## config.mk

```make
export PLATFORM = sky130hd
export DESIGN_NAME = keyboard_six_key_report_tracker_core
export DESIGN_NICKNAME = d
export VERILOG_FILES = /design/src/sv/kbd6_pkg.sv /design/src/sv/kbd6_slot_match.sv /design/src/sv/kbd6_report_update.sv /design/src/sv/keyboard_six_key_report_tracker_core.sv
export SDC_FILE = /design/constraint.sdc
export NUM_CORES = 1
export LEC_CHECK = 0
export BUFFER_PORTS_ARGS = -buffer_cell sky130_fd_sc_hd__buf_2
export CAP_MARGIN = 25
export CELL_PAD_IN_SITES_DETAIL_PLACEMENT = 1
export CELL_PAD_IN_SITES_GLOBAL_PLACEMENT = 2
export CORE_MARGIN = 5
export CORE_UTILIZATION = 43
export DETAILED_ROUTE_END_ITERATION = 10
export PLACE_DENSITY_LB_ADDON = 0.1
export SLEW_MARGIN = 40
export SYNTH_ARGS = -nofsm -noshare
export SYNTH_HDL_FRONTEND = slang
export SYNTH_HIERARCHICAL = 1
export SYNTH_SLANG_ARGS = --single-unit
```

## constraint.sdc

```tcl
create_clock -name clk -period 9.86 [get_ports clk]
set_input_delay 0.493 -clock clk [delete_from_list [all_inputs] [get_ports clk]]
set_output_delay 0.493 -clock clk [all_outputs]
set_load 0.01 [all_outputs]
```

## src/sv/kbd6_pkg.sv

```systemverilog
`timescale 1ns / 1ps
// ============================================================================
// kbd6_pkg
// Shared types and code points for the six-key keyboard report tracker.
// ============================================================================
package kbd6_pkg;

    // Number of key slots carried in one report word.
    localparam int REPORT_SLOTS = 6;

    // Usage code boundaries.
    localparam logic [7:0] MOD_FIRST    = 8'hE0;
    localparam logic [7:0] MOD_END      = 8'hE8;
    localparam logic [7:0] MOD_LAST     = MOD_END - 8'd1;
    localparam logic [7:0] KEY_FIRST    = 8'h01;
    localparam logic [7:0] KEY_END      = 8'hA5;
    localparam logic [7:0] KEY_LAST     = KEY_END - 8'd1;
    localparam logic [7:0] CODED_OFFSET = 8'h88;
    localparam logic [7:0] CODED_MOD    = 8'h80;

    // Key event operations.
    typedef enum logic [2:0] {
        OP_RAW_PRESS     = 3'd0,
        OP_RAW_RELEASE   = 3'd1,
        OP_CODED_PRESS   = 3'd2,
        OP_CODED_RELEASE = 3'd3,
        OP_RELEASE_ALL   = 3'd4
    } op_t;

    // Status flags that travel with each report.
    typedef struct packed {
        logic accepted;
        logic sent;
    } report_status_t;

endpackage

```

## src/sv/kbd6_slot_match.sv

```systemverilog
`timescale 1ns / 1ps
// ============================================================================
// kbd6_slot_match
// Parallel compare of a usage code against every key slot, with a priority
// pick of the lowest empty slot.
// ============================================================================
module kbd6_slot_match #(
    parameter int SLOT_COUNT = 6
) (
    input  logic [7:0]            slots [SLOT_COUNT],
    input  logic [7:0]            code,
    output logic [SLOT_COUNT-1:0] match,
    output logic [SLOT_COUNT-1:0] first_free,
    output logic                  present,
    output logic                  any_free
);

    logic [SLOT_COUNT-1:0] empty;

    // One comparator pair per slot.
    always_comb
    begin
        for (int i = 0; i < SLOT_COUNT; i++)
        begin
            match[i] = (slots[i] == code);
            empty[i] = (slots[i] == 8'h00);
        end
    end

    // The lowest set bit of the empty mask marks the slot to fill.
    assign first_free = empty & (~empty + SLOT_COUNT'(1));
    assign present    = |match;
    assign any_free   = |empty;

endmodule

```

## src/sv/kbd6_report_update.sv

```systemverilog
`timescale 1ns / 1ps
// ============================================================================
// kbd6_report_update
// Works out the next modifier byte, key slots and status flags for one key
// event against the current report.
// ============================================================================
module kbd6_report_update #(
    parameter int SLOT_COUNT = 6
) (
    input  logic [2:0]              op,
    input  logic [7:0]              code,
    input  logic [7:0]              mods_in,
    input  logic [7:0]              slots_in  [SLOT_COUNT],
    output logic [7:0]              mods_out,
    output logic [7:0]              slots_out [SLOT_COUNT],
    output kbd6_pkg::report_status_t status
);

    logic [7:0]            raw_code;
    logic [SLOT_COUNT-1:0] match;
    logic [SLOT_COUNT-1:0] first_free;
    logic                  present;
    logic                  any_free;
    logic                  raw_go;
    logic                  press;
    logic                  is_mod;
    logic                  is_key;

    // Coded events above the modifier block map onto raw codes.
    always_comb
    begin
        case (op)
            kbd6_pkg::OP_CODED_PRESS,
            kbd6_pkg::OP_CODED_RELEASE: raw_code = code - kbd6_pkg::CODED_OFFSET;
            default:                    raw_code = code;
        endcase
    end

    assign is_mod = raw_code inside {[kbd6_pkg::MOD_FIRST : kbd6_pkg::MOD_LAST]};
    assign is_key = raw_code inside {[kbd6_pkg::KEY_FIRST : kbd6_pkg::KEY_LAST]};

    kbd6_slot_match #(
        .SLOT_COUNT (SLOT_COUNT)
    ) u_slot_match (
        .slots      (slots_in),
        .code       (raw_code),
        .match      (match),
        .first_free (first_free),
        .present    (present),
        .any_free   (any_free)
    );

    // Event decode and report update.
    always_comb
    begin
        mods_out  = mods_in;
        slots_out = slots_in;
        status    = '0;
        raw_go    = 1'b0;
        press     = 1'b0;

        case (op)
            kbd6_pkg::OP_RAW_PRESS:
            begin
                raw_go = 1'b1;
                press  = 1'b1;
            end
            kbd6_pkg::OP_RAW_RELEASE:
            begin
                raw_go = 1'b1;
            end
            kbd6_pkg::OP_CODED_PRESS:
            begin
                if (code >= kbd6_pkg::CODED_OFFSET)
                begin
                    raw_go = 1'b1;
                    press  = 1'b1;
                end
                else if (code >= kbd6_pkg::CODED_MOD)
                begin
                    // The modifier is now held, so the report always goes out.
                    mods_out[code[2:0]] = 1'b1;
                    status = '{accepted: 1'b1, sent: 1'b1};
                end
            end
            kbd6_pkg::OP_CODED_RELEASE:
            begin
                if (code >= kbd6_pkg::CODED_OFFSET)
                begin
                    raw_go = 1'b1;
                end
                else if (code >= kbd6_pkg::CODED_MOD)
                begin
                    mods_out[code[2:0]] = 1'b0;
                    status = '{accepted: 1'b1, sent: 1'b1};
                end
            end
            kbd6_pkg::OP_RELEASE_ALL:
            begin
                mods_out = 8'h00;
                for (int i = 0; i < SLOT_COUNT; i++)
                begin
                    slots_out[i] = 8'h00;
                end
                status = '{accepted: 1'b1, sent: 1'b1};
            end
            default:
            begin
                status = '0;
            end
        endcase

        // Raw usage code handling.
        if (raw_go)
        begin
            if (is_mod)
            begin
                mods_out[raw_code[2:0]] = press;
                status = '{accepted: 1'b1, sent: 1'b1};
            end
            else if (is_key)
            begin
                if (!press)
                begin
                    for (int i = 0; i < SLOT_COUNT; i++)
                    begin
                        if (match[i])
                        begin
                            slots_out[i] = 8'h00;
                        end
                    end
                    status = '{accepted: 1'b1, sent: 1'b1};
                end
                else if (present)
                begin
                    status = '{accepted: 1'b1, sent: 1'b1};
                end
                else if (any_free)
                begin
                    for (int i = 0; i < SLOT_COUNT; i++)
                    begin
                        if (first_free[i])
                        begin
                            slots_out[i] = raw_code;
                        end
                    end
                    status = '{accepted: 1'b1, sent: 1'b1};
                end
                else
                begin
                    // All slots taken: the press is refused.
                    status = '0;
                end
            end
            else
            begin
                // Out-of-range code: a press only reports while a modifier is held.
                if (!press || (mods_in != 8'h00))
                begin
                    status = '{accepted: 1'b1, sent: 1'b1};
                end
            end
        end
    end

endmodule

```

## src/sv/keyboard_six_key_report_tracker_core.sv

```systemverilog
`timescale 1ns / 1ps
// ============================================================================
// keyboard_six_key_report_tracker_core
// Keeps a boot keyboard report (modifier byte and key slots) and returns the
// updated report with its status for every key event word.
// ============================================================================
//
//  Channel  | Direction | tdata                          | tuser
//  ---------+-----------+--------------------------------+-----------------------
//  s_axis   | in        | key_code                       | operation
//  m_axis   | out       | modifier_bits, slot_zero..five | report_sent, accepted
//
//  One word is taken every cycle while m_axis does not stall; each word
//  passes through the input register, the single pass of slot compares and
//  first-free pick, and the result register, which offers its result word.
//  Reset clears the modifier byte, every key slot and both valid flags.
//  A stall on m_axis holds the result register; the input register still
//  takes one more word and then holds it until the result moves on.
//
module keyboard_six_key_report_tracker_core #(
    parameter int SLOT_COUNT = 6
) (
    input  logic        clk,
    input  logic        rst_n,
    input  logic        s_axis_tvalid,
    output logic        s_axis_tready,
    input  logic [7:0]  s_axis_tdata,   // [7:0] key_code
    input  logic [2:0]  s_axis_tuser,   // [2:0] operation
    output logic        m_axis_tvalid,
    input  logic        m_axis_tready,
    output logic [55:0] m_axis_tdata,   // [7:0] modifier_bits, [15:8] slot_zero,
                                        // [23:16] slot_one, [31:24] slot_two,
                                        // [39:32] slot_three, [47:40] slot_four,
                                        // [55:48] slot_five
    output logic [1:0]  m_axis_tuser    // [0] report_sent, [1] accepted
);

    logic                     in_valid_reg;
    logic [2:0]               in_op_reg;
    logic [7:0]               in_code_reg;
    logic [7:0]               mods_reg;
    logic [7:0]               slots_reg     [SLOT_COUNT];
    logic [7:0]               mods_next;
    logic [7:0]               slots_next    [SLOT_COUNT];
    kbd6_pkg::report_status_t status_next;
    logic                     out_valid_reg;
    logic [7:0]               out_mods_reg;
    logic [7:0]               out_slots_reg [SLOT_COUNT];
    kbd6_pkg::report_status_t out_status_reg;
    logic                     advance;
    logic [7:0]               report_slot   [kbd6_pkg::REPORT_SLOTS];

    // The input word moves on when the result register is free or draining.
    assign advance       = in_valid_reg && (!out_valid_reg || m_axis_tready);
    assign s_axis_tready = !in_valid_reg || advance;

    // Input register.
    always_ff @(posedge clk or negedge rst_n)
    begin
        if (!rst_n)
        begin
            in_valid_reg <= 1'b0;
        end
        else if (s_axis_tready)
        begin
            in_valid_reg <= s_axis_tvalid;
        end
    end

    always_ff @(posedge clk)
    begin
        if (s_axis_tvalid && s_axis_tready)
        begin
            in_op_reg   <= s_axis_tuser;
            in_code_reg <= s_axis_tdata;
        end
    end

    kbd6_report_update #(
        .SLOT_COUNT (SLOT_COUNT)
    ) u_report_update (
        .op        (in_op_reg),
        .code      (in_code_reg),
        .mods_in   (mods_reg),
        .slots_in  (slots_reg),
        .mods_out  (mods_next),
        .slots_out (slots_next),
        .status    (status_next)
    );

    // Report state, committed when the word moves to the result register.
    always_ff @(posedge clk or negedge rst_n)
    begin
        if (!rst_n)
        begin
            mods_reg <= 8'h00;
            for (int i = 0; i < SLOT_COUNT; i++)
            begin
                slots_reg[i] <= 8'h00;
            end
        end
        else if (advance)
        begin
            mods_reg  <= mods_next;
            slots_reg <= slots_next;
        end
    end

    // Result register.
    always_ff @(posedge clk or negedge rst_n)
    begin
        if (!rst_n)
        begin
            out_valid_reg <= 1'b0;
        end
        else if (!out_valid_reg || m_axis_tready)
        begin
            out_valid_reg <= in_valid_reg;
        end
    end

    always_ff @(posedge clk)
    begin
        if (advance)
        begin
            out_mods_reg   <= mods_next;
            out_slots_reg  <= slots_next;
            out_status_reg <= status_next;
        end
    end

    // Slots beyond the configured count read as empty.
    for (genvar j = 0; j < kbd6_pkg::REPORT_SLOTS; j++)
    begin : g_report_slot
        if (j < SLOT_COUNT)
        begin : g_used
            assign report_slot[j] = out_slots_reg[j];
        end
        else
        begin : g_unused
            assign report_slot[j] = 8'h00;
        end
    end

    assign m_axis_tvalid = out_valid_reg;
    assign m_axis_tdata  = {report_slot[5], report_slot[4], report_slot[3],
                            report_slot[2], report_slot[1], report_slot[0],
                            out_mods_reg};
    assign m_axis_tuser  = {out_status_reg.accepted, out_status_reg.sent};

endmodule

```

## Word level (Yosys, flattened, before mapping)

Cells that the tools add are included.

- Bits in registers: 127
- Output and inout port bits: 60
- Logic and storage cells: 116

- Add/sub/neg operators: 2
- Magnitude comparators: 10
- Equal/unequal tests: 10
- Muxes and demuxes: 45
- Bitwise gates (word level): 5
- Reduce and logical (&&, ||, !) cells: 24

Operators by type and width:

| cell | count |
|---|---|
| 2-to-1 mux 48 bit | 7 |
| 2-to-1 mux 8 bit | 19 |
| == test 8 bit | 6 |
| zero test 8 bit | 6 |
| >= comparator 8 bit (second input constant) | 3 |
| case mux 8 bit (3 select lines) | 1 |
| 2-to-1 mux 2 bit | 9 |
| less-or-equal comparator 8 bit (second input constant) | 2 |
| OR reduction 6 bit | 2 |
| bitwise AND 8 bit | 1 |
| bitwise mux 8 bit | 1 |
| >= comparator 8 x 1 -> 1 bit (second input constant) | 1 |
| less-than comparator 3 x 4 -> 1 bit (second input constant) | 2 |
| NOT 8 bit | 1 |
| bitwise OR 8 bit | 1 |
| nonzero test 8 bit | 1 |
| subtractor 8 bit (second input constant) | 1 |
| adder 6 x 1 -> 6 bit (second input constant) | 1 |
| bitwise AND 6 bit | 1 |
| demux 1 bit (select 3 bit) | 2 |
| == test 3 x 2 -> 1 bit (second input constant) | 2 |
| >= comparator 3 x 1 -> 1 bit (second input constant) | 2 |
| logical AND 1 bit | 6 |
| NOT 6 bit | 1 |
| other kinds (9) | 17 |

## Longest topological paths before layout

Gate-level depths: netlist of run 1.

- Word-level depth: 12
- Gate-level depth with buffers: 21

## By module

The synthesis of run 1 kept the hierarchy.

By module, submodules not included:

| module | times used | cells each | area each (µm²) | seq. area each (µm²) |
|---|---|---|---|---|
| keyboard_six_key_report_tracker_core | 1 | 196 | 4367.9 | 3523.4 |
| kbd6_report_update | 1 | 196 | 1355.0 | 0.0 |
| kbd6_slot_match | 1 | 104 | 759.5 | 0.0 |

## Worst setup path after synthesis of run 1

Ideal clock, no wire load.

- Kind: reg-to-reg
- Start: reg in_code_reg[3]
- End: reg slots_reg[33] (netlist name)
- Data arrival time: 3.626 ns
- Setup slack: 6.109 ns
- Stages on the path, launching flop included: 20
- Buffers on the path: 2
- Period minus slack after synthesis: 3.751 ns
- Cell sequence: edfxtp_1 inv_1 ha_1 nand3b_1 xor2_1 inv_2 buf_6 xnor2_1 nand4_1 nor2_1 nor4_1 nand2_1 nor2b_1 clkbuf_1 nor2b_1 and2_1 a21oi_1 o31a_1 a32o_1 mux2_4

RTL lines:

| item | line | RTL |
|---|---|---|
| start: declaration | keyboard_six_key_report_tracker_core.sv:40 | `logic [7:0] in_code_reg;` |
| start signal: assignment | keyboard_six_key_report_tracker_core.sv:75 | `in_code_reg <= s_axis_tdata;` |
| end signal: assignment | keyboard_six_key_report_tracker_core.sv:105 | `slots_reg <= slots_next;` |
| end: declaration | keyboard_six_key_report_tracker_core.sv:42 | `logic [7:0] slots_reg [SLOT_COUNT];` |

==> results.sh, run 1 <==
export IMPL_start_util=0.443
export IMPL_dr_pass1_iters=4
export IMPL_synth_largest_area_cell="edfxtp_1"
export IMPL_status="finished, final reports clean"
export IMPL_worstHoldPathType="input pin to asynchronous set/reset pin"
export IMPL_crit_slowest_cell="xor2_1"
export IMPL_cts_resized=0
export IMPL_start_kind="flip-flop"
export IMPL_synthMuxAreaShare=0.114
export IMPL_insertion_delay_ns=0.43
export IMPL_antenna_found_initial=0
export IMPL_cts_made_buffers=17
export IMPL_multi_input_area_um2=2710
export IMPL_wl_um=17100
export IMPL_path_buf_inv=2
export IMPL_yosys_area_share_xor_xnor=0.0760
export IMPL_power_density_nw_per_um2=262
export IMPL_critPathRequiredTime_ns=10.16
export IMPL_p_leak_nw=3.11
export IMPL_max_freq_mhz=202
export IMPL_ir_drop_mv=0.140
export IMPL_cts_setup_buffers=0
export IMPL_worstPathMaxFanout=12
export IMPL_synthSimpleGateAreaFrac=0.105
export IMPL_grt_pass1_wl_um=27800
export IMPL_avgSynthCellArea_um2=13.1
export IMPL_ioPinCount=75
export IMPL_drive_gt1_frac=0.313
export IMPL_fin_setup_tns_ns=0
export IMPL_rows=44
export IMPL_die_w_um=133
export IMPL_crit_end="slots_reg[33]$_DFFE_PN0P_"
export IMPL_synth_cell_area_um2=6480
export IMPL_hpwlAfterDp_um=11200
export IMPL_synth_common_cells="edfxtp_1, dfrtp_1, xnor2_1, nand2_1, mux2_4"
export IMPL_startpoint="in_code_reg[3]$_DFFE_PP_"
export IMPL_period_share=0.503
export IMPL_grtUsageTotal=0.202
export IMPL_grt_pass1_vias=4916
export IMPL_ys_seq_area_frac=0.544
export IMPL_area_growth_pct=16.2
export IMPL_n_antenna_cell=0
export IMPL_ctsRootBufferMaster="clkbuf_16"
export IMPL_cts_clk_slew_worst_paths_ns=0.06
export IMPL_die_area_um2=17600
export IMPL_final_hold_viol_count=0
export IMPL_r2r_end="slots_reg[33]$_DFFE_PN0P_"
export IMPL_rr_startpoint="in_code_reg[3]$_DFFE_PP_"
export IMPL_ys_types=61
export IMPL_setup_worst_path_end_class="flip-flop"
export IMPL_vias=4428
export IMPL_synthCells=496
export IMPL_seq_area_um2=3520
export IMPL_crit_top_cell="nor2b_1"
export IMPL_timing_critical_path_arrival_ns=5.26
export IMPL_synth_top_area_frac=0.320
export IMPL_grt_max_degree=59
export IMPL_cts_tree="built"
export IMPL_criticalPathCategory="flip-flop to flip-flop"
export IMPL_core_area_um2=14600
export IMPL_synthAdderAreaFrac=0.00386
export IMPL_grt_overflow=0
export IMPL_fillers=1527
export IMPL_synthesis_nets=513
export IMPL_tightest_slew_ns=0.798
export IMPL_synth_top_family_by_area="compound AO/OA/AOI/OAI gates"
export IMPL_h_tree_depth=4
export IMPL_holdBufCountCts=0
export IMPL_setup_viol_count_final=0
export IMPL_slew_viol_final=0
export IMPL_synth_edf_count=69
export IMPL_routabilityCongestion=0.830
export IMPL_synth_seq_cells=127
export IMPL_critPathTopFamily="simple AND/OR/NAND/NOR gates"
export IMPL_maxCapViolations=0
export IMPL_die_y_um=133
export IMPL_wl_per_cell_um=22.4
export IMPL_route_detailed_drc=0
export IMPL_yosysMostFrequentCell="edfxtp_1"
export IMPL_synth_area_leaders="edfxtp_1, dfrtp_1, mux2_4, xnor2_1, mux2_2"
export IMPL_ys_warnings_count=6
export IMPL_rsz0062_at_grt="false"
export IMPL_p_total_mw=1.97
export IMPL_slowest_delay_ns=0.59
export IMPL_fin_worst_skew_ns=0.00889
export IMPL_cts_path_max_buffers=2
export IMPL_maxSlewHeadroom=0.466
export IMPL_drtIter0Drc=292
export IMPL_worstPathCellList="inv_1, ha_1, nand3b_1, xor2_1, inv_2, xnor2_1, nand4_1, nor2_1, nor4_1, nand2_1, nor2b_1, nor2b_1, and2_1, a21oi_1, o31a_1, a32o_1, mux2_4"
export IMPL_clock_sinks=127
export IMPL_synth_flop_cell="edfxtp_1"
export IMPL_routed_via_density=5.79
export IMPL_synth_async_reset_ratio=0.457
export IMPL_postRouteAntennaNets=0
export IMPL_port_buffers=74
export IMPL_synth_compound_area_share=0.118
export IMPL_rr_worst_depth=17
export IMPL_r2r_slack_ns=4.91
export IMPL_cp_depth=17
export IMPL_period_minus_slack_ns=4.95
export IMPL_fin_nets=585
## cell type report
type | instances | share of cell area
Clock buffer | 26 | 0.0649
Clock inverter | 6 | 0.0143
Tap cell | 184 | 0.0306
Inverter | 11 | 0.00548
Sequential cell | 127 | 0.468
Timing Repair Buffer | 81 | 0.0581
Multi-Input combinational cell | 330 | 0.359
## worst reg2reg max path, stage by stage, from the launching register on
cell and delay [ns]:
edfxtp_1 0.53, inv_1 0.09, ha_1 0.25, nand3b_1 0.13, xor2_1 0.59, inv_2 0.37
xnor2_1 0.24, nand4_1 0.13, nor2_1 0.07, nor4_1 0.29, nand2_1 0.11, nor2b_1 0.43
nor2b_1 0.39, and2_1 0.25, a21oi_1 0.08, o31a_1 0.36, a32o_1 0.25, mux2_4 0.26
## cells in the final DEF (no fill, tap or decap), types with 5 or more instances in the layout
master     netlist  layout
a21oi_1          7       7
a22o_1          18      18
a32o_1          10      10
buf_2            5      74
clkbuf_1         8       6
clkbuf_16        0      17
dfrtp_1         58      58
edfxtp_1        69      69
inv_1            8       7
mux2_2          27      27
mux2_4          29      29
nand2_1         36      36
nand4_1         13      13
nor2_1          19      19
nor2b_1          6       6
nor3_1           5       5
nor4_1          15      15
o21ai_1          8       8
o22ai_1          9       9
o2bb2ai_1        6       6
xnor2_1         49      49
## routing by layer
layer  part of all wire  GRT usage
met4              0.018     0.0739
met5                  0          0
met2               0.48      0.321
met3              0.062     0.0562
met1               0.44      0.266
## per-stage QoR
step                      area, um^2   util  worst slack (ns)  hold slack [ns]  instances
after floorplan                 6480      -              6.11            0.197        496
after global placement          6920  0.472              5.17            0.501        732
after detailed placement        6920  0.472              4.93            0.516        732
after CTS                       7520  0.513              4.86            0.215        764
after global routing            7530  0.515              4.63            0.201        765
final                           7530  0.515              4.91            0.143        765
## report_power, final
group          total [mW]  switching, mW  internal, mW
registers           0.780         0.0940         0.686
clock network       0.644          0.227         0.417
logic               0.551          0.300         0.251
## logic make-up (layout without fill, tap and decap cells)
kind of cell,count (synthesis),after routing
AO/OA/AOI/OAI,94,94
XOR/XNOR,52,52
adder cells (fa/ha/maj),2,2
buffers and inverters,39,124
flip-flops,127,127
multiplexers,56,56
AND/OR/NAND/NOR,126,126
## how the worst min path moves through the flow
stage / start / to / slack [ns] / cells after the start
finish: rst_n / slots_reg[40]$_DFFE_PN0P_ / 0.14 / 2
global route: rst_n / slots_reg[43]$_DFFE_PN0P_ / 0.20 / 2
CTS: s_axis_tdata[3] / in_code_reg[3]$_DFFE_PP_ / 0.22 / 1
detailed placement: in_valid_reg$_DFFE_PN0P_ / m_axis_tvalid$_DFFE_PN0P_ / 0.52 / 1
global placement: in_valid_reg$_DFFE_PN0P_ / m_axis_tvalid$_DFFE_PN0P_ / 0.50 / 1
floorplan: rst_n / in_valid_reg$_DFFE_PN0P_ / 0.20 / 0
Power figures use the tool's default switching activity.
==> inputs of run 2 (changes only) <==
--- a/config.mk
+++ b/config.mk
@@ -10,7 +10,7 @@
 export CELL_PAD_IN_SITES_DETAIL_PLACEMENT = 1
 export CELL_PAD_IN_SITES_GLOBAL_PLACEMENT = 2
 export CORE_MARGIN = 5
-export CORE_UTILIZATION = 43
+export CORE_UTILIZATION = 41
 export DETAILED_ROUTE_END_ITERATION = 10
 export PLACE_DENSITY_LB_ADDON = 0.1
 export SLEW_MARGIN = 40
==> constraint.sdc (replaced) <==
create_clock -name clk -period 4.9 [get_ports clk]
set_input_delay 0.245 -clock clk [delete_from_list [all_inputs] [get_ports clk]]
set_output_delay 0.245 -clock clk [all_outputs]
set_load 0.01 [all_outputs]
==> results.sh, run 2 (synthesized netlist as in run 1, its figures left out) <==
export IMPL_rr_worst_depth=17
export IMPL_fin_worst_skew_ns=0.0114
export IMPL_routed_wl_met2_um=8640
export IMPL_setup_worst_path_end_class="flip-flop"
export IMPL_cts_tree="built"
export IMPL_grt_max_degree=59
export IMPL_fin_nets=604
export IMPL_cts_clk_slew_worst_paths_ns=0.06
export IMPL_holdWs_ns=0.0191
export IMPL_cts_setup_buffers=0
export IMPL_period_share=0.883
export IMPL_final_util=0.497
export IMPL_max_freq_mhz=231
export IMPL_final_hold_viol_count=0
export IMPL_grt_pass1_vias=4879
export IMPL_antenna_found_initial=0
export IMPL_cts_path_max_buffers=2
export IMPL_mostFrequentLayoutCells="buf_2, edfxtp_1, dfrtp_1"
export IMPL_ctsRootBufferMaster="clkbuf_16"
export IMPL_die_area_um2=18400
export IMPL_vias=4474
export IMPL_mostFrequentLayoutCell="buf_2"
export IMPL_postRouteAntennaNets=0
export IMPL_setup_viol_count_final=0
export IMPL_grt_overflow=0
export IMPL_r2r_end="slots_reg[33]$_DFFE_PN0P_"
export IMPL_tightest_slew_ns=0.831
export IMPL_fin_setup_tns_ns=0
export IMPL_met3_length_um=791
export IMPL_core_area_um2=15700
export IMPL_ir_drop_mv=0.265
export IMPL_highest_layer="met4"
export IMPL_grt_pass1_wl_um=27700
export IMPL_rr_startpoint="in_code_reg[3]$_DFFE_PP_"
export IMPL_route_detailed_drc=0
export IMPL_worstPathMaxFanout=12
export IMPL_rows=46
export IMPL_maxCapViolations=0
export IMPL_rsz0062_at_grt="false"
export IMPL_start_kind="flip-flop"
export IMPL_crit_top_cell="nor2b_1"
export IMPL_worstPathCellList="inv_1, ha_1, nand3b_1, xor2_2, inv_2, xnor2_1, nand4_1, nor2_1, nor4_1, nand2_1, nor2b_1, nor2b_1, and2_1, a21oi_1, o31a_1, a32o_1, mux2_4"
export IMPL_crit_end="slots_reg[33]$_DFFE_PN0P_"
export IMPL_port_buffers=74
export IMPL_wl_per_cell_um=21.5
export IMPL_routabilityCongestion=0.806
export IMPL_ioPinCount=75
export IMPL_cts_made_buffers=17
export IMPL_startpoint="in_code_reg[3]$_DFFE_PP_"
export IMPL_routed_via_density=5.48
export IMPL_slowest_delay_ns=0.53
export IMPL_slew_viol_final=0
export IMPL_wl_um=17500
export IMPL_drive_gt1_frac=0.320
export IMPL_start_util=0.413
export IMPL_wl_met1_um=7960
export IMPL_area_growth_pct=20.4
export IMPL_timing_critical_path_arrival_ns=4.63
export IMPL_crit_slowest_cell="edfxtp_1"
export IMPL_period_minus_slack_ns=4.33
export IMPL_die_w_um=136
export IMPL_hpwlAfterDp_um=11500
export IMPL_criticalPathCategory="flip-flop to flip-flop"
export IMPL_maxSlewHeadroom=0.445
export IMPL_grtUsageTotal=0.200
export IMPL_r2r_slack_ns=0.57
export IMPL_h_tree_depth=4
export IMPL_critPathRequiredTime_ns=5.21
export IMPL_power_density_nw_per_um2=522
export IMPL_n_antenna_cell=0
export IMPL_clock_sinks=127
export IMPL_p_leak_nw=3.21
export IMPL_drtIter0Drc=335
export IMPL_die_y_um=136
export IMPL_dr_pass1_iters=4
export IMPL_worstHoldPathType="input pin to flip-flop"
export IMPL_status="finished, final reports clean"
export IMPL_insertion_delay_ns=0.43
run 2: changes by cell type in the layout (fill, tap and decap cells not counted), sizes merged:
cell,previous run,this run
bufinv,3,5
clkbuf,26,20
buf,81,88
clkinvlp,1,3
clkinv,2,4
dlygate4sd3,0,12
run 2: final cells by class:
type	instances	area [um^2]
inverters	11	41.3
fillers	1625	7910
flip-flops and latches	127	3520
well taps	216	270
repair buffers	100	618
clock inverters	12	190
clock buffers	20	447
multi-input cells	330	2710
run 2: what timing repair did:
| action | CTS | global route |
|---|---|---|
| endpoints found under the setup margin | 0 | 7 |
| hold endpoints to repair | 11 | 58 |
| resized for setup | 0 | 1 |
| hold buffers | 11 | 1 |
run 2: worst max-delay path: cells and delay by family, from the launching register on:
| family | cells | cell delay (ns) |
|---|---|---|
| muxes | 1 | 0.27 |
| buffers and inverters | 2 | 0.38 |
| DFF | 1 | 0.53 |
| AOI/OAI and AO/OA | 3 | 0.73 |
| adders and majority gates | 1 | 0.24 |
| and+or+nand+nor | 8 | 1.47 |
| xor gates and xnor gates | 2 | 0.58 |
run 2: how the worst min path moves through the flow:
stage	startpoint	to	slack, ns	cells after the start
floorplan	rst_n	in_valid_reg$_DFFE_PN0P_	-0.05	0
global placement	s_axis_tdata[5]	in_code_reg[5]$_DFFE_PP_	0.42	1
detailed placement	s_axis_tdata[4]	in_code_reg[4]$_DFFE_PP_	0.42	1
CTS	s_axis_tvalid	in_valid_reg$_DFFE_PN0P_	0.009	2
global route	s_axis_tvalid	in_valid_reg$_DFFE_PN0P_	0.02	2
finish	s_axis_tvalid	in_valid_reg$_DFFE_PN0P_	0.02	2
run 2: power by group:
group	switching (mW)	leakage (nW)	total (mW)	internal (mW)
Sequential	0.192	1.48	1.57	1.38
Combinational	0.604	1.43	1.12	0.520
Clock	0.469	0.301	1.38	0.909
run 2: metrics by stage:
step / instances / cell area (um^2) / setup slack, ns / power [mW]
4_1_cts: 813 / 7750 / 0.327 / 4.10
6_report: 816 / 7800 / 0.572 / 4.07
5_1_grt: 816 / 7800 / 0.351 / 4.29
3_3_place_gp: 770 / 7000 / 0.625 / 2.67
2_1_floorplan: 496 / 6480 / 1.15 / 2.37
3_5_place_dp: 770 / 7000 / 0.370 / 2.70
run 2: layer usage:
layer / track usage / up-vias
li1: - / 2049
met2: 0.323 / 103
met1: 0.268 / 2310
met5: 0 / -
met3: 0.0397 / 12
met4: 0.0717 / 0
==> inputs of run 3 (changes only) <==
--- a/config.mk
+++ b/config.mk
@@ -6,13 +6,13 @@
 export NUM_CORES = 1
 export LEC_CHECK = 0
 export BUFFER_PORTS_ARGS = -buffer_cell sky130_fd_sc_hd__buf_2
-export CAP_MARGIN = 25
+export CAP_MARGIN = 20
 export CELL_PAD_IN_SITES_DETAIL_PLACEMENT = 1
 export CELL_PAD_IN_SITES_GLOBAL_PLACEMENT = 2
 export CORE_MARGIN = 5
 export CORE_UTILIZATION = 41
 export DETAILED_ROUTE_END_ITERATION = 10
-export PLACE_DENSITY_LB_ADDON = 0.1
+export PLACE_DENSITY = 0.93
 export SLEW_MARGIN = 40
 export SYNTH_ARGS = -nofsm -noshare
 export SYNTH_HDL_FRONTEND = slang
==> results.sh, run 3 (synthesized netlist as in run 1, its figures left out) <==
export IMPL_status="finished, final reports clean"
export IMPL_grt_max_degree=59
export IMPL_criticalPathCategory="flip-flop to flip-flop"
export IMPL_n_antenna_cell=0
export IMPL_r2r_slack_ns=0.46
export IMPL_wl_per_cell_um=20.6
export IMPL_dpl_cell_area_um2=6990
export IMPL_drive_gt1_frac=0.313
export IMPL_fin_setup_tns_ns=0
export IMPL_final_hold_viol_count=0
export IMPL_port_buffers=74
export IMPL_insertion_delay_ns=0.43
export IMPL_worst_hold_path_endpoint="in_code_reg[3]$_DFFE_PP_"
export IMPL_worstHoldPathType="input pin to flip-flop"
export IMPL_grt_overflow=0
export IMPL_period_share=0.905
export IMPL_rr_worst_depth=18
export IMPL_cts_made_buffers=17
export IMPL_multi_input_area_um2=2710
export IMPL_route_detailed_drc=0
export IMPL_holdPathStages=1
export IMPL_max_freq_mhz=225
export IMPL_cts_clk_slew_worst_paths_ns=0.05
export IMPL_holdBufCountCts=10
export IMPL_rr_startpoint="in_code_reg[3]$_DFFE_PP_"
export IMPL_setup_viol_count_final=0
export IMPL_antenna_found_initial=0
export IMPL_slew_viol_final=0
export IMPL_r2r_end="slots_reg[33]$_DFFE_PN0P_"
export IMPL_hpwlAfterDp_um=11300
export IMPL_rows=46
export IMPL_timing_critical_path_arrival_ns=4.74
export IMPL_dr_pass1_iters=4
export IMPL_wl_um=16800
export IMPL_cts_path_max_buffers=2
export IMPL_ir_drop_mv=0.280
export IMPL_final_area_um2=7700
export IMPL_cts_tree="built"
export IMPL_die_area_um2=18400
export IMPL_mostFrequentLayoutCell="buf_2"
export IMPL_p_total_mw=3.90
export IMPL_routed_via_density=5.55
export IMPL_fin_nets=601
export IMPL_seq_area_um2=3520
export IMPL_cts_setup_buffers=0
export IMPL_p_leak_nw=3.17
export IMPL_worstPathMaxFanout=12
export IMPL_core_area_um2=15700
export IMPL_vias=4515
export IMPL_hold_path_startpoint="s_axis_tdata[3]"
export IMPL_start_util=0.413
export IMPL_maxCapViolations=0
export IMPL_power_density_nw_per_um2=507
export IMPL_grt_pass1_wl_um=26400
export IMPL_clock_sinks=127
export IMPL_routabilityCongestion=0.881
export IMPL_maxSlewHeadroom=0.460
export IMPL_ctsRootBufferMaster="clkbuf_16"
export IMPL_h_tree_depth=4
export IMPL_fin_worst_skew_ns=0.00915
export IMPL_tightest_slew_ns=0.808
export IMPL_start_kind="flip-flop"
export IMPL_postRouteAntennaNets=0
export IMPL_die_y_um=136
export IMPL_grtUsageTotal=0.188
export IMPL_rsz0062_at_grt="false"
export IMPL_die_w_um=136
export IMPL_grt_pass1_vias=4840
export IMPL_drtIter0Drc=226
export IMPL_ioPinCount=75
export IMPL_critPathRequiredTime_ns=5.21
export IMPL_setup_worst_path_end_class="flip-flop"
export IMPL_mostFrequentLayoutCells="buf_2, edfxtp_1, dfrtp_1"
export IMPL_cts_resized=0
export IMPL_fillers=1600
export IMPL_period_minus_slack_ns=4.44
export IMPL_area_growth_pct=18.8
-- run 3: cell types whose count changed in the layout (fill, tap and decap cells not counted), moves of 2 or more --
cell / delta
clkbuf_1: +3
buf_4: -4
clkinv_2: +3
bufinv_16: -3
clkinvlp_4: -2
-- run 3: critical path, cell delays in order, from the launching register on --
cell      delay (ns)
edfxtp_1        0.52
inv_1           0.09
ha_1            0.24
nand3b_1        0.12
xor2_1          0.40
inv_2           0.26
xnor2_1         0.19
nand4_1         0.10
nor2_1          0.07
nor4_1          0.32
nand2_1         0.12
nor2b_1         0.16
buf_4           0.17
nor2b_1         0.33
and2_1          0.26
a21oi_1         0.08
o31a_1          0.36
a32o_1          0.26
mux2_4          0.27
-- run 3: how the worst max path moves through the flow --
stage                                         from                   endpoint  slack (ns)  cells after the start
after floorplan           in_code_reg[3]$_DFFE_PP_  slots_reg[33]$_DFFE_PN0P_        1.15                     19
after global placement    in_code_reg[3]$_DFFE_PP_  slots_reg[33]$_DFFE_PN0P_        0.77                     18
after detailed placement  in_code_reg[3]$_DFFE_PP_  slots_reg[33]$_DFFE_PN0P_        0.50                     18
after CTS                 in_code_reg[3]$_DFFE_PP_  slots_reg[33]$_DFFE_PN0P_        0.47                     18
after global routing      in_code_reg[3]$_DFFE_PP_  slots_reg[33]$_DFFE_PN0P_        0.20                     18
final                     in_code_reg[3]$_DFFE_PP_  slots_reg[33]$_DFFE_PN0P_        0.46                     18
-- run 3: power breakdown --
group | internal (mW) | switching [mW] | total (mW) | leakage (nW)
registers | 1.38 | 0.196 | 1.58 | 1.48
clock network | 0.754 | 0.444 | 1.20 | 0.272
logic | 0.519 | 0.607 | 1.13 | 1.42
-- run 3: cell type report --
type                            instances  area share
Multi-Input combinational cell        330       0.351
Clock inverter                          9      0.0125
Clock buffer                           23      0.0595
Tap cell                              216      0.0351
Timing Repair Buffer                   97      0.0785
Inverter                               11     0.00536
Sequential cell                       127       0.458
-- run 3: metrics by stage --
step / worst slack [ns] / std cells / util / hold WS [ns]
5_1_grt: 0.203 / 813 / 0.490 / 0.000855
4_1_cts: 0.474 / 809 / 0.486 / 0.00126
6_report: 0.464 / 813 / 0.490 / 0.00653
2_1_floorplan: 1.15 / 496 / - / -0.0506
3_3_place_gp: 0.771 / 766 / 0.444 / 0.426
3_5_place_dp: 0.499 / 767 / 0.445 / 0.426
-- run 3: layer usage --
metal	share of wire	global-route usage	vias to the layer above	wire length, um
met5	0	0	-	0
met4	0.017	0.0745	0	287
met3	0.050	0.0420	26	835
met2	0.50	0.307	109	8390
met1	0.43	0.244	2332	7250
li1	-	-	2048	-
